--- config.mk ---
export PLATFORM = sky130hd
export DESIGN_NAME = rpa_ctrl
export DESIGN_NICKNAME = d
export VERILOG_FILES = /design/src/rtl/core/rpa_pkg.sv /design/src/rtl/core/rpa_ctrl.sv
export SDC_FILE = /design/constraint.sdc
export NUM_CORES = 1
export LEC_CHECK = 0
export BUFFER_PORTS_ARGS = -buffer_cell sky130_fd_sc_hd__buf_2
export CORE_AREA = 4 4 41 43
export CTS_CLUSTER_DIAMETER = 150
export DETAILED_ROUTE_END_ITERATION = 12
export DIE_AREA = 0 0 45 47
export SETUP_SLACK_MARGIN = 0.3
export SYNTH_ARGS = -nofsm -noshare
export SYNTH_HDL_FRONTEND = slang
export SYNTH_SLANG_ARGS = --single-unit
export TNS_END_PERCENT = 50
--- constraint.sdc ---
create_clock -name clock -period 1.7 [get_ports clock]
set_clock_uncertainty 0.05 [all_clocks]
set_input_delay 0.17 -clock clock [delete_from_list [all_inputs] [get_ports clock]]
set_output_delay 0.17 -clock clock [all_outputs]
set_load 0.01 [all_outputs]
--- src/rtl/core/rpa_pkg.sv ---
// rpa_pkg: shared widths, codes and controller/datapath interface types
// for the refcounted page allocator; no dependencies
`timescale 1ns / 1ps

package rpa_pkg;

   localparam int PAGE_BITS  = 15;
   localparam int NUM_PAGES  = 2 ** PAGE_BITS;
   localparam int DEPTH_BITS = PAGE_BITS + 1;
   localparam int COUNT_BITS = 8;
   localparam logic [COUNT_BITS-1:0] COUNT_MAX = {COUNT_BITS{1'b1}};

   localparam logic [1:0] MODE_ALLOC  = 2'd0;
   localparam logic [1:0] MODE_FREE   = 2'd1;
   localparam logic [1:0] MODE_ADDREF = 2'd2;
   localparam logic [1:0] MODE_COW    = 2'd3;

   localparam logic [2:0] ST_OK   = 3'd0;
   localparam logic [2:0] ST_OOM  = 3'd1;
   localparam logic [2:0] ST_BAD  = 3'd2;
   localparam logic [2:0] ST_KEPT = 3'd3;
   localparam logic [2:0] ST_SAT  = 3'd4;
   localparam logic [2:0] ST_FULL = 3'd5;

   typedef enum logic [3:0] {
      S_CLEAR  = 4'b0001,
      S_IDLE   = 4'b0010,
      S_EXEC   = 4'b0100,
      S_WRITE2 = 4'b1000
   } state_type;

   typedef struct packed {
      logic clear_en;
      logic accept;
      logic exec;
      logic write2;
   } ctrl_cmd_type;

   typedef struct packed {
      logic clear_last;
      logic slot_free;
      logic need_write2;
   } dp_status_type;

endpackage

--- src/rtl/core/rpa_ctrl.sv ---
// rpa_ctrl: sequencer for the page allocator (clear sweep, accept, execute,
// second count write); depends on rpa_pkg
`timescale 1ns / 1ps

module rpa_ctrl (
   input  logic                   clock,
   input  logic                   reset,
   input  logic                   req_valid,
   output logic                   req_ready,
   input  rpa_pkg::dp_status_type status,
   output rpa_pkg::ctrl_cmd_type  cmd
);

   rpa_pkg::state_type state_ff, state_in;

   always_comb begin
      state_in     = state_ff;
      cmd          = '0;
      req_ready    = 1'b0;
      case (state_ff)
         rpa_pkg::S_CLEAR: begin
            cmd.clear_en = 1'b1;
            if (status.clear_last) state_in = rpa_pkg::S_IDLE;
         end
         rpa_pkg::S_IDLE: begin
            req_ready  = 1'b1;
            cmd.accept = req_valid;
            if (req_valid) state_in = rpa_pkg::S_EXEC;
         end
         rpa_pkg::S_EXEC: begin
            // hold here until the response register can take the result
            if (status.slot_free) begin
               cmd.exec = 1'b1;
               state_in = status.need_write2 ? rpa_pkg::S_WRITE2 : rpa_pkg::S_IDLE;
            end
         end
         rpa_pkg::S_WRITE2: begin
            cmd.write2 = 1'b1;
            state_in   = rpa_pkg::S_IDLE;
         end
         default: begin
            state_in = rpa_pkg::S_CLEAR;
         end
      endcase
   end

   always_ff @(posedge clock) begin
      if (reset) begin
         state_ff <= rpa_pkg::S_CLEAR;
      end else begin
         state_ff <= state_in;
      end
   end

endmodule

# Word level (Yosys, flattened, before mapping)
# Index checks and enable logic that the tools add are counted.
word_totals:
  regBits: 4
  output_inout_bits: 5
classes:
  eq_ne: 7
  muxes: 11
  n_reduce_logical: 1
ops:
  columns: ["operator", "count"]
  rows:
  - ["$mux 4", 4]
  - ["$pmux 4 s4", 1]
  - ["$mux 1", 6]
  - ["$ne 2x2->1 const B", 3]
  - ["$eq 4x1->1 const B", 1]
  - ["$eq 4x2->1 const B", 1]
  - ["$eq 4x3->1 const B", 1]
  - ["$eq 4x4->1 const B", 1]
  - ["$reduce_and 3->1", 1]

# Longest topological paths before layout
depth:
  ltp_word: 3
  mapped_depth: 4
  ltp_nobuf: 3

# Worst setup path before layout
# OpenSTA, ideal clock, no wires.
synth_path:
  path_type: "flip-flop to flip-flop"
  from: "reg state_ff[3]"
  to: "reg state_ff[1]"
  setup_time_ns: 0.132
  arrival_time_ns: 1.063
  t_required_ns: 1.518
  setup_slack_ns: 0.456
  stages_incl_launch_ff: 4
  path_buffers: 0
  period_less_slack_ns: 1.244
  cell_sequence: "dfxtp_1 nor4b_2 a21o_1 a221oi_2"
synth_between:
  elab_chain_cells: 3
synth_rtl:
  columns: ["item", "line_no", "rtl"]
  rows:
  - ["start: declaration", "rpa_ctrl.sv:14", "rpa_pkg::state_type state_ff, state_in;"]
  - ["start signal: assignment", "rpa_ctrl.sv:49", "state_ff <= rpa_pkg::S_CLEAR;"]
  - ["start signal: assignment", "rpa_ctrl.sv:51", "state_ff <= state_in;"]
  - ["$eq 4x1->1, or another cell as far along", "rpa_ctrl.sv:20", "case (state_ff)"]
  - ["$ne 2x2->1 (no source line)", null, null]
  - ["$reduce_and 3->1 (no source line)", null, null]
# Parallel ways exist; a longest one is shown, timed or not.
# A chain may end at the register's enable or synchronous reset.

==> flow_summary.ini <==
[critical_path]
worstSetupPathType = register to primary output
crit_slowest_cell = dfxtp_4
path_max_fanout = 8
crit_chain = nor4b_4 > and2_4 > buf_6
cp.arrival_ns = 1.21
cp-start-kind = register
cpPeakStageDelay_ns = 0.38
worstSetupEndpointType = primary output
worstPathRequired_ns = 1.48

[place]
dp_hpwl_um = 521.1
port_buffers = 10
pre_cts_ws_ns = 0.2275
gp_congestion = 0.7460
placed_area_um2 = 391.6

[cts]
clock_latency_ns = 0.24
clock-sinks = 4
cts_made_buffers = 3
h-tree-depth = 1
cts.hold.buffers_added = 0
cts-root-buf = clkbuf_4
cts_tree = yes
cts.clk_slew.worst_paths_ns = 0.04
clockBufferDepth = 2

[timing]
worstMarginPinSlew_ns = 0.2705
finalSetupViolCount = 0
max_freq_mhz = 698.9
hold_violations = 0
timing.final.crit_share_pct = 84.16
min_period_ns = 1.431
tns_ns = 0
rsz0062_at_grt = true
slew_headroom_pct = 81.97
fin_ws_ns = 0.2693
slew_violations = 0

[grt]
grt_overflow = 0
antenna_found_initial = 0
grt_util_all_layers_pct = 9.313
grt_max_degree = 12
grt_pass1_wl_um = 1352
grt_pass1_vias = 309

[detailed_routing]
drtPass1Iterations = 4
num_vias = 324
drc = 0
route.antenna.remaining_nets = 0
routed_wl_um = 816
vias_per_cell = 5.063
drtIter0Drc = 5
wl_per_cell_um = 12.75

[yosys]
syn_inst = 34
yosys_most_used_dff = dfxtp_1
synth.ff_latch_count = 4
syn_nets = 40
syn-mean-instance-area_um2 = 10.05
synth_fa_ha_area_share_pct = 0
synth_edf_count = 0
synthesis.area_um2 = 341.6
synthMuxAreaShare_pct = 0
synthSimpleGateAreaFrac_pct = 46.52
seq_area_frac_synth_pct = 23.44
synth_cell_type_count = 24
synth-compound-area-share_pct = 21.25
ys_warn_count = 0
synth_top_family_by_area = simple AND/OR/NAND/NOR gates
synthXorXnorAreaFrac_pct = 0
async_flop_share_pct = 0

[power]
power_per_cell_area_nw_per_um2 = 691.4
total_power_uw = 341.7
peakVddDrop_uv = 452.4
p_leak_nw = 0.2030

[floorplanning]
fp.dieH_um = 47
die_x_um = 45
core_area_um2 = 1301
pin_count = 11
num_rows = 13
start_util_pct = 26.25
dieArea_um2 = 2115

[finish]
final_util_pct = 37.98
nets = 57
reg.largest.list = state_ff: 4 flops
drive_gt1_share_pct = 63.27
final_area_um2 = 494.2
largest_register = state_ff
largest_register_ffs = 4
num_antenna_cells = 0
syn_to_final_growth_pct = 44.69

[min_path]
hp-class = input port to register

[job]
max_cap_viol_count = 0

[outcome]
status = finished, final reports clean
## worst max-delay path, delay by kind of cell (launching register included)
| family | cells | cell delay, ns |
|---|---|---|
| flops | 1 | 0.38 |
| simple gates | 2 | 0.49 |
| buf+inv | 1 | 0.09 |
## final timing paths
| kind | start | endpoint | slack, ns | cells past startpoint |
|---|---|---|---|---|
| setup / recovery | state_ff[3] | cmd[2] | 0.27 | 3 |
| setup reg to reg | state_ff[2] | state_ff[1] | 0.38 | 5 |
| hold reg to reg | state_ff[2] | state_ff[0] | 0.57 | 2 |
| hold / removal | reset | state_ff[2] | 0.07 | 2 |
## cell families (layout without fill, tap and decap cells)
family                 Yosys count  count (layout)
AOI/OAI and AO/OA                9               9
buffers and inverters            5              20
and+or+nand+nor                 16              16
DFF                              4               4
## area by class of cell
| type | instances | area, um^2 |
|---|---|---|
| clock buffer | 3 | 22.52 |
| fill | 132 | 807.0 |
| inverter | 3 | 11.26 |
| multi-input combinational | 25 | 259.0 |
| sequential | 4 | 92.59 |
| tap | 15 | 18.77 |
| timing repair buffer | 14 | 90.09 |
## cell usage after synthesis (all sizes together), types with 2 or more instances
cell type  n  share of area (%)
o21ai      2                2.9
nor4b      4                 23
buf        2                5.5
nor3b      4                 10
dfxtp      4                 23
inv        3                3.3
nor2       2                2.2
and2       2                4.0
## per-stage QoR
| stage | std cells | hold WS [ns] |
|---|---|---|
| 2_1_floorplan | 34 | 0.1924 |
| 3_3_place_gp | 57 | 0.3120 |
| 3_5_place_dp | 57 | 0.3198 |
| 4_1_cts | 64 | 0.06100 |
| 5_1_grt | 64 | 0.05732 |
| 6_report | 64 | 0.06567 |
## cell usage in the layout (no fill, tap or decap), types with 2 or more instances in the layout
cell type  Yosys  routed
buf_2          0       9
nor4b_4        2       3
inv_1          3       3
nor3b_2        1       3
clkbuf_4       0       3
buf_4          1       3
dfxtp_4        0       3
nor2_1         2       2
o21ai_1        1       2
buf_6          1       2
## where the power goes
| group | leakage (nW) | total (mW) | internal [mW] | switching, mW |
|---|---|---|---|---|
| logic | 0.154 | 0.0864 | 0.0522 | 0.0342 |
| clock network | 0.0138 | 0.127 | 0.0795 | 0.0471 |
| registers | 0.0347 | 0.129 | 0.102 | 0.0272 |
## metal layers
metal / global-route usage, % / wire (um) / vias to the layer above
met1: 10.88 / 363 / 152
met3: 4.598 / 45 / 2
met4: 6.433 / 10 / 0
met2: 13.28 / 395 / 12
li1: - / - / 158
met5: 0 / 0 / -
## timing repair
action | CTS | global route
gates cloned | 0 | 0
buffers inserted | 4 | 0
setup endpoints to repair | 6 | 4
gates resized for setup | 9 | 6
pin swaps | 3 | 3
Note: power is estimated with default switching activity, not from simulation.
